==> config.mk <==
export PLATFORM = sky130hd
export DESIGN_NAME = keypad_code_lock_with_lockout_unit
export DESIGN_NICKNAME = d
export VERILOG_FILES = /design/src/rtl/kcl_pkg.sv /design/src/rtl/kcl_engine.sv /design/src/rtl/keypad_code_lock_with_lockout_unit.sv
export SDC_FILE = /design/constraint.sdc
export NUM_CORES = 1
export LEC_CHECK = 0
export BUFFER_PORTS_ARGS = -buffer_cell sky130_fd_sc_hd__buf_4
export CORE_MARGIN = 8
export CORE_UTILIZATION = 40
export CTS_BUF_LIST = sky130_fd_sc_hd__clkbuf_4 sky130_fd_sc_hd__clkbuf_8 sky130_fd_sc_hd__clkbuf_16
export DETAILED_ROUTE_END_ITERATION = 8
export HOLD_SLACK_MARGIN = 0.1
export MAX_ROUTING_LAYER = met4
export PLACE_DENSITY = 0.6
export SLEW_MARGIN = 40
export SYNTH_ARGS = -nofsm -noshare
export SYNTH_HDL_FRONTEND = slang
export SYNTH_SLANG_ARGS = --single-unit
==> constraint.sdc <==
create_clock -name clk -period 3.3 [get_ports clk]
set_input_delay 0 -clock clk [delete_from_list [all_inputs] [get_ports clk]]
set_output_delay 0 -clock clk [all_outputs]
set_load 0.01 [all_outputs]
==> src/rtl/kcl_pkg.sv <==
`timescale 1ns / 1ps
// ----------------------------------------------------------------------------
// kcl_pkg: shared types and constants of the keypad code lock
// Command, status and phase codes, key codes, register indexes and reset
// values used by the lock engine and the top level.
// ----------------------------------------------------------------------------
package kcl_pkg;

	// default code length in digits
	localparam int CODE_LEN_DEF = 4;

	// register reset values
	localparam logic [3:0]  MAX_WRONG_RST  = 4'd3;
	localparam logic [15:0] LOCK_TICKS_RST = 16'd30000;

	// key codes
	localparam logic [7:0] KEY_CANCEL = 8'h44;  // 'D'
	localparam logic [7:0] KEY_ZERO   = 8'h30;  // '0'
	localparam logic [7:0] KEY_NINE   = 8'h39;  // '9'

	typedef enum logic [1:0] {
		CMD_KEY          = 2'd0,
		CMD_TICK         = 2'd1,
		CMD_BEGIN_AUTH   = 2'd2,
		CMD_BEGIN_CHANGE = 2'd3
	} cmd_t;

	typedef enum logic [3:0] {
		ST_NONE          = 4'd0,
		ST_DIGIT         = 4'd1,
		ST_IGNORED       = 4'd2,
		ST_GRANTED       = 4'd3,
		ST_DENIED        = 4'd4,
		ST_BECAME_LOCKED = 4'd5,
		ST_REFUSED       = 4'd6,
		ST_CANCELLED     = 4'd7,
		ST_CHANGE_DENIED = 4'd8,
		ST_CODE_SET      = 4'd9,
		ST_MISMATCH      = 4'd10,
		ST_UNLOCKED      = 4'd11,
		ST_STARTED       = 4'd12
	} status_t;

	typedef enum logic [2:0] {
		PH_IDLE    = 3'd0,
		PH_AUTH    = 3'd1,
		PH_OLD     = 3'd2,
		PH_NEW     = 3'd3,
		PH_CONFIRM = 3'd4
	} phase_t;

	typedef enum logic [0:0] {
		CFG_MAX_WRONG  = 1'b0,
		CFG_LOCK_TICKS = 1'b1
	} cfg_idx_t;

	// configuration seen by the engine
	typedef struct packed {
		logic [3:0]  max_wrong;
		logic [15:0] lock_ticks;
	} cfg_t;

	// one request as it enters the engine
	typedef struct packed {
		cmd_t       command;
		logic [7:0] key;
	} req_t;

	// one result item
	typedef struct packed {
		status_t    status;
		logic [2:0] digits_entered;
		logic [3:0] tries_left;
		logic       locked;
		phase_t     phase;
	} result_t;

endpackage

==> src/rtl/kcl_engine.sv <==
`timescale 1ns / 1ps
// ----------------------------------------------------------------------------
// kcl_engine: session state and code compare of the keypad code lock
// Holds stored code, entry buffers, counters and lockout countdown. Each
// step applies one request and gives its result in the same cycle.
// ----------------------------------------------------------------------------
module kcl_engine #(
	parameter int CODE_LEN = kcl_pkg::CODE_LEN_DEF
) (
	input  logic              clk,
	input  logic              arst_n,
	input  logic              step,
	input  kcl_pkg::req_t     req,
	input  kcl_pkg::cfg_t     cfg,
	output kcl_pkg::result_t  result
);
	import kcl_pkg::*;

	localparam int CNT_W = (CODE_LEN > 1) ? $clog2(CODE_LEN) : 1;
	localparam logic [CNT_W-1:0] LAST_IDX = CNT_W'(CODE_LEN - 1);

	// state
	logic [CODE_LEN-1:0][3:0] stored_q, stored_d;
	logic [CODE_LEN-1:0][3:0] entry_q, entry_full;
	logic [CODE_LEN-1:0][3:0] new_code_q;
	logic [CNT_W-1:0]         cnt_q, cnt_d;
	logic [3:0]               wrong_q, wrong_d, wrong_inc;
	logic [15:0]              remain_q, remain_d;
	logic                     lock_q, lock_d;
	phase_t                   phase_q, phase_d;
	logic                     entry_we, new_code_we;
	logic [3:0]               digit;
	logic                     is_digit;
	logic                     match_stored, match_new;
	status_t                  st;

	// entry with the current digit put in place
	assign digit    = 4'(req.key - KEY_ZERO);
	assign is_digit = (req.key >= KEY_ZERO) && (req.key <= KEY_NINE);

	always_comb begin
		for (int i = 0; i < CODE_LEN; i++) begin
			entry_full[i] = (cnt_q == CNT_W'(i)) ? digit : entry_q[i];
		end
	end

	assign match_stored = (entry_full == stored_q);
	assign match_new    = (entry_full == new_code_q);
	assign wrong_inc    = (wrong_q == 4'hf) ? wrong_q : wrong_q + 4'd1;

	// next state and status
	always_comb begin
		stored_d    = stored_q;
		cnt_d       = cnt_q;
		wrong_d     = wrong_q;
		remain_d    = remain_q;
		lock_d      = lock_q;
		phase_d     = phase_q;
		entry_we    = 1'b0;
		new_code_we = 1'b0;
		st          = ST_NONE;
		unique case (req.command)
			CMD_KEY: begin
				if (lock_q) begin
					st = ST_REFUSED;
				end else if (phase_q == PH_IDLE) begin
					st = ST_IGNORED;
				end else if (req.key == KEY_CANCEL) begin
					phase_d = PH_IDLE;
					cnt_d   = '0;
					st      = ST_CANCELLED;
				end else if (is_digit) begin
					entry_we = 1'b1;
					st       = ST_DIGIT;
					if (cnt_q != LAST_IDX) begin
						cnt_d = cnt_q + CNT_W'(1);
					end else begin
						// entry complete
						cnt_d = '0;
						unique case (phase_q)
							PH_AUTH: begin
								phase_d = PH_IDLE;
								if (match_stored) begin
									wrong_d = '0;
									st      = ST_GRANTED;
								end else begin
									wrong_d = wrong_inc;
									if (wrong_inc >= cfg.max_wrong) begin
										lock_d   = 1'b1;
										remain_d = cfg.lock_ticks;
										st       = ST_BECAME_LOCKED;
									end else begin
										st = ST_DENIED;
									end
								end
							end
							PH_OLD: begin
								if (match_stored) begin
									phase_d = PH_NEW;
								end else begin
									phase_d = PH_IDLE;
									st      = ST_CHANGE_DENIED;
								end
							end
							PH_NEW: begin
								new_code_we = 1'b1;
								phase_d     = PH_CONFIRM;
							end
							default: begin
								if (match_new) begin
									stored_d = new_code_q;
									st       = ST_CODE_SET;
								end else begin
									st = ST_MISMATCH;
								end
								phase_d = PH_IDLE;
							end
						endcase
					end
				end else begin
					st = ST_IGNORED;
				end
			end
			CMD_TICK: begin
				// lockout countdown
				if (lock_q) begin
					if (remain_q <= 16'd1) begin
						remain_d = '0;
						lock_d   = 1'b0;
						wrong_d  = '0;
						st       = ST_UNLOCKED;
					end else begin
						remain_d = remain_q - 16'd1;
					end
				end
			end
			default: begin
				if (lock_q) begin
					st = ST_REFUSED;
				end else begin
					phase_d = (req.command == CMD_BEGIN_AUTH) ? PH_AUTH : PH_OLD;
					cnt_d   = '0;
					st      = ST_STARTED;
				end
			end
		endcase
	end

	// result fields from the state after the step
	always_comb begin
		result.status         = st;
		result.digits_entered = 3'(cnt_d);
		result.tries_left     = (wrong_d >= cfg.max_wrong) ? 4'd0 : cfg.max_wrong - wrong_d;
		result.locked         = lock_d;
		result.phase          = phase_d;
	end

	// control state
	always_ff @(posedge clk or negedge arst_n) begin
		if (!arst_n) begin
			for (int i = 0; i < CODE_LEN; i++) begin
				stored_q[i] <= 4'(i + 1);
			end
			cnt_q    <= '0;
			wrong_q  <= '0;
			remain_q <= '0;
			lock_q   <= 1'b0;
			phase_q  <= PH_IDLE;
		end else if (step) begin
			stored_q <= stored_d;
			cnt_q    <= cnt_d;
			wrong_q  <= wrong_d;
			remain_q <= remain_d;
			lock_q   <= lock_d;
			phase_q  <= phase_d;
		end
	end

	// entry buffers, written before they are read in a session
	always_ff @(posedge clk) begin
		if (step && entry_we) begin
			entry_q <= entry_full;
		end
		if (step && new_code_we) begin
			new_code_q <= entry_full;
		end
	end

endmodule

==> src/rtl/keypad_code_lock_with_lockout_unit.sv <==
`timescale 1ns / 1ps
// a request passes the input stage, then the result register, which waits on out_ready
// throughput: one request per cycle unless a waiting result is not taken; the engine updates state per request
// the input stage takes a new request while the last result waits, if the input stage is empty
// reset: asynchronous, clears session, counters and lockout; stored code 1,2,...
// configuration returns to 3 wrong attempts and 30000 lockout ticks
// ----------------------------------------------------------------------------
// keypad_code_lock_with_lockout_unit: keypad code lock with lockout
// Authentication and code change sessions over key requests, with a
// wrong-attempt counter and a tick driven lockout countdown.
// ----------------------------------------------------------------------------
module keypad_code_lock_with_lockout_unit #(
	parameter int CODE_LEN = kcl_pkg::CODE_LEN_DEF
) (
	input  logic        clk,
	input  logic        arst_n,
	// configuration
	input  logic        cfg_we,
	input  logic [0:0]  cfg_index,
	input  logic [15:0] cfg_data,
	// request channel
	input  logic        in_valid,
	output logic        in_ready,
	input  logic [1:0]  command,
	input  logic [7:0]  key,
	// result channel
	output logic        out_valid,
	input  logic        out_ready,
	output logic [3:0]  status,
	output logic [2:0]  digits_entered,
	output logic [3:0]  tries_left,
	output logic        locked,
	output logic [2:0]  phase
);
	import kcl_pkg::*;

	logic    valid_s1;
	req_t    req_s1;
	logic    advance;
	cfg_t    cfg_q;
	result_t res_next;
	result_t res_q;
	logic    out_valid_q;

	// configuration registers
	always_ff @(posedge clk or negedge arst_n) begin
		if (!arst_n) begin
			cfg_q.max_wrong  <= MAX_WRONG_RST;
			cfg_q.lock_ticks <= LOCK_TICKS_RST;
		end else if (cfg_we) begin
			unique case (cfg_idx_t'(cfg_index))
				CFG_MAX_WRONG:  cfg_q.max_wrong  <= cfg_data[3:0];
				CFG_LOCK_TICKS: cfg_q.lock_ticks <= cfg_data;
			endcase
		end
	end

	// handshake
	assign advance  = valid_s1 && (!out_valid_q || out_ready);
	assign in_ready = !valid_s1 || advance;

	// input stage
	always_ff @(posedge clk or negedge arst_n) begin
		if (!arst_n) begin
			valid_s1 <= 1'b0;
		end else if (in_ready) begin
			valid_s1 <= in_valid;
		end
	end

	always_ff @(posedge clk) begin
		if (in_valid && in_ready) begin
			req_s1.command <= cmd_t'(command);
			req_s1.key     <= key;
		end
	end

	kcl_engine #(
		.CODE_LEN (CODE_LEN)
	) u_engine (
		.clk    (clk),
		.arst_n (arst_n),
		.step   (advance),
		.req    (req_s1),
		.cfg    (cfg_q),
		.result (res_next)
	);

	// result register
	always_ff @(posedge clk or negedge arst_n) begin
		if (!arst_n) begin
			out_valid_q <= 1'b0;
		end else if (advance) begin
			out_valid_q <= 1'b1;
		end else if (out_ready) begin
			out_valid_q <= 1'b0;
		end
	end

	always_ff @(posedge clk) begin
		if (advance) begin
			res_q <= res_next;
		end
	end

	assign out_valid      = out_valid_q;
	assign status         = res_q.status;
	assign digits_entered = res_q.digits_entered;
	assign tries_left     = res_q.tries_left;
	assign locked         = res_q.locked;
	assign phase          = res_q.phase;

	// checks
	a_lock_shown: assert property (@(posedge clk) disable iff (!arst_n)
		out_valid && (status == ST_BECAME_LOCKED) |-> locked && (tries_left == 4'd0))
		else $error("lockout result without lock flag");

	a_unlock_shown: assert property (@(posedge clk) disable iff (!arst_n)
		out_valid && (status == ST_UNLOCKED) |-> !locked)
		else $error("unlock result with lock flag set");

	a_start_shown: assert property (@(posedge clk) disable iff (!arst_n)
		out_valid && (status == ST_STARTED) |->
		(digits_entered == 3'd0) && (phase != PH_IDLE) && !locked)
		else $error("entry start result with wrong session fields");

	a_stall_blocks: assert property (@(posedge clk) disable iff (!arst_n)
		valid_s1 && out_valid_q && !out_ready |-> !in_ready)
		else $error("request taken while both stages are full");

endmodule
==> impl_metrics.env <==
export IMPL_status="finished with violations"
export IMPL_violations="negative setup slack"
export IMPL_ys_ff_latch=120
export IMPL_synth_most_common_cell="edfxtp_1"
export IMPL_finalHoldViolCount=0
export IMPL_ys_top_cells_by_area="edfxtp_1 (28%), dfrtp_1 (21%), dfstp_2 (6.0%)"
export IMPL_avgSynthCellArea_um2=11.42
export IMPL_synthXorXnorAreaFrac_pct=5.027
export IMPL_pre_cts_slack_ps=-237.0
export IMPL_p_total_mw=4.005
export IMPL_worstPathCellList="inv_2, ha_4, mux2i_4, xnor2_2, nor4_2, nand4_1, nand2_2, nor2_2, a22oi_2, ha_1, a21o_1, a21oi_1, xor2_1, nor2_1"
export IMPL_slowest_stage="dfrtp_1"
export IMPL_remaining_drc_errors=0
export IMPL_max_cap_viol_count=0
export IMPL_synthArstFlopShare_pct=53.33
export IMPL_setup_worst_path_end="tries_left[3]"
export IMPL_num_rows=45
export IMPL_synth_top_family_by_area="compound AO/OA/AOI/OAI gates"
export IMPL_dp_hpwl_um=10100
export IMPL_grt_pass1_wl_um=24210
export IMPL_rsz0062_at_grt="yes"
export IMPL_port_buffers=47
export IMPL_hp_class="input pin to async pin"
export IMPL_critPathMaxStageDelay_ps=420
export IMPL_drt_antenna_violating_nets=0
export IMPL_io_pins=49
export IMPL_wl_per_cell_um=16.78
export IMPL_first_pass_iters=4
export IMPL_drive_above_1_share_pct=33.96
export IMPL_cp_start_kind="register"
export IMPL_die_area_um2=19450
export IMPL_gr_total_overflow=0
export IMPL_clk_latency_ps=420
export IMPL_yosys_warnings=0
export IMPL_synthToLayoutAreaGrowth_pct=35.88
export IMPL_yosysTopAreaCell="edfxtp_1"
export IMPL_synth_common_cells="edfxtp_1 (56), dfrtp_1 (50), nor2_1 (47)"
export IMPL_die_y_um=139.5
export IMPL_cp_end_kind="register"
export IMPL_irDropWorstVdd_mv=0.3949
export IMPL_syn_nets=582
export IMPL_worst_clock_skew_ps=9.437
export IMPL_reg2regPathDepth=14
export IMPL_slew_headroom_pct=52.47
export IMPL_post_route_min_period_ps=3341
export IMPL_numCtsBuffers=17
export IMPL_num_vias=4523
export IMPL_cts_root_buf="clkbuf_16"
export IMPL_cp_data_arrival_time_ps=3510
export IMPL_tightest_slew_ps=711.3
export IMPL_synth_cell_type_count=61
export IMPL_synth_compound_area_share_pct=11.74
export IMPL_setup_viol=1
export IMPL_final_nets=724
export IMPL_cts_tree="built"
export IMPL_synth_seq_area_share_pct=54.12
export IMPL_path_class="register to register"
export IMPL_crit_buf_inv=1
export IMPL_r2r_slack_ps=-40
export IMPL_synthSimpleGateAreaFrac_pct=11.16
export IMPL_syn_inst=534
export IMPL_n_antenna_cell=0
export IMPL_grt_pass1_vias=4778
export IMPL_grt_max_degree=65
export IMPL_antenna_found_initial=0
export IMPL_clock_fmax_ghz=0.2993
export IMPL_synth_fa_ha_area_share_pct=3.406
export IMPL_cp_top_family="simple AND/OR/NAND/NOR gates"
export IMPL_clk_path_buf_depth=2
export IMPL_nFillCells=1231
export IMPL_vias_per_cell=5.157
export IMPL_drtIter0Drc=259
export IMPL_power_density_nw_per_um2=483.3
export IMPL_wirelength_um=14720
export IMPL_crit_required_ps=3470
export IMPL_crit_fanout=6
export IMPL_finalMaxSlewViolations=0
export IMPL_synth_edff_count=56
export IMPL_crit_start="u_engine.cnt_q[1]"
export IMPL_initial_utilization_pct=40.57
export IMPL_r2r_start="u_engine.cnt_q[1]"
export IMPL_ys_flop_type="edfxtp_1"
export IMPL_finalWorstSetupSlack_ps=-41.24
export IMPL_post_route_period_util_pct=101.2
export IMPL_core_area_um2=15030
export IMPL_clock_sinks=120
export IMPL_h_tree_depth=4
export IMPL_fp_dieW_um=139.5
export IMPL_synth_top_area_share_pct=27.57
export IMPL_track_usage_pct=16.22
export IMPL_worstReg2RegEnd="tries_left[3]"
export IMPL_netlist_area_um2=6098
export IMPL_muxShareOfSynthArea_pct=9.971
export IMPL_clk_pin_slew_worst_paths_ps=50
export IMPL_leakagePower_nw=3.418
export IMPL_globalplace_congestion=0.8943
export IMPL_path_depth=14
[cell usage in the layout, fill, tap and decap left out, types with 3 or more instances in the layout]
master / Yosys / routed
buf_4: 2 / 104
xnor2_2: 0 / 6
bufinv_16: 0 / 3
mux2i_4: 0 / 10
nor2_2: 1 / 3
o21ai_0: 37 / 37
o31ai_1: 4 / 3
clkbuf_16: 0 / 17
nand2_1: 30 / 28
buf_6: 4 / 3
dfstp_2: 14 / 14
nand3_1: 7 / 7
or3_1: 4 / 4
nor2_1: 47 / 45
clkinv_2: 0 / 5
a31oi_1: 3 / 3
a21o_1: 7 / 7
dfrtp_1: 50 / 49
clkbuf_4: 0 / 4
nand2b_1: 8 / 8
nand4_1: 3 / 3
a21oi_1: 26 / 25
dlygate4sd3_1: 0 / 38
ha_1: 15 / 10
mux2i_2: 5 / 5
inv_1: 36 / 33
mux2_4: 10 / 10
ha_4: 0 / 4
nor4_1: 10 / 9
xnor2_1: 33 / 27
nor3_1: 15 / 14
o2bb2ai_1: 4 / 4
a22oi_1: 6 / 4
mux2i_1: 13 / 3
mux2_2: 23 / 23
edfxtp_1: 56 / 56
[registers in the layout, indices dropped and copies added, names as in the netlist]
signal               count
u_engine.entry_q        16
locked                   1
u_engine.stored_q       16
u_engine.cnt_q           2
u_engine.phase_q         3
valid_s1                 1
u_engine.lock_q          1
phase                    3
req_s1                  10
u_engine.new_code_q     16
out_valid                1
digits_entered           2
u_engine.wrong_q         4
tries_left               4
cfg_q                   20
status                   4
u_engine.remain_q       16
[through the flow]
stage,instance area [um^2],util (%),cells,hold WS (ps),TNS [ps]
2_1_floorplan,6098,-,534,-295.6,0
3_3_place_gp,6954,46.26,798,163.8,-91.69
3_5_place_dp,6958,46.28,798,39.41,-655.0
4_1_cts,8063,53.63,871,170.3,0
5_1_grt,8287,55.12,877,199.7,-272.5
6_report,8287,55.12,877,156.7,-41.24
[cells by family (layout without fill, tap and decap cells)]
family | after synthesis | in the layout
adder cells (fa/ha/maj) | 16 | 16
AND/OR/NAND/NOR | 138 | 138
multiplexers | 51 | 51
AO/OA/AOI/OAI | 114 | 114
flip-flops | 120 | 120
other | 1 | 1
buffers and inverters | 59 | 214
XOR/XNOR | 35 | 35
[per-layer routing]
metal / vias to the layer above / global-route usage [%] / wire length [um] / part of all wire (%)
met5: - / - / 0 / 0
met1: 2223 / 18.13 / 6334 / 43
met2: 74 / 27.31 / 7586 / 52
met3: 16 / 4.891 / 569 / 3.9
met4: 0 / 5.373 / 225 / 1.5
li1: 2210 / - / - / -
[where the power goes]
part / total (mW) / switching [mW] / internal [mW]
clock network: 1.86 / 0.630 / 1.23
registers: 1.69 / 0.0379 / 1.65
logic: 0.454 / 0.230 / 0.225
[cell type report]
type / count / area (um^2) / area share, %
Multi-Input combinational cell: 355 / 2801 / 33.81
Clock buffer: 22 / 469.2 / 5.662
Inverter: 36 / 137.6 / 1.661
Clock inverter: 10 / 126.4 / 1.525
Timing Repair Buffer: 146 / 1215 / 14.66
Tap cell: 188 / 235.2 / 2.839
Sequential cell: 120 / 3302 / 39.85
[timing repair]
action,CTS,global route
hold buffers,38,0
setup buffers,3,6
endpoints found under the hold margin,96,0
setup endpoints to repair,4,18
gates resized for setup,24,31
pin swaps,2,14
[worst min path at each step]
stage                start               endpoint
global route        arst_n  u_engine.remain_q[12]
global placement    arst_n              cfg_q[11]
floorplan           arst_n               cfg_q[0]
CTS                 arst_n  u_engine.remain_q[12]
finish              arst_n              cfg_q[11]
detailed placement  arst_n              cfg_q[11]
(Power assumes the default switching activity.)
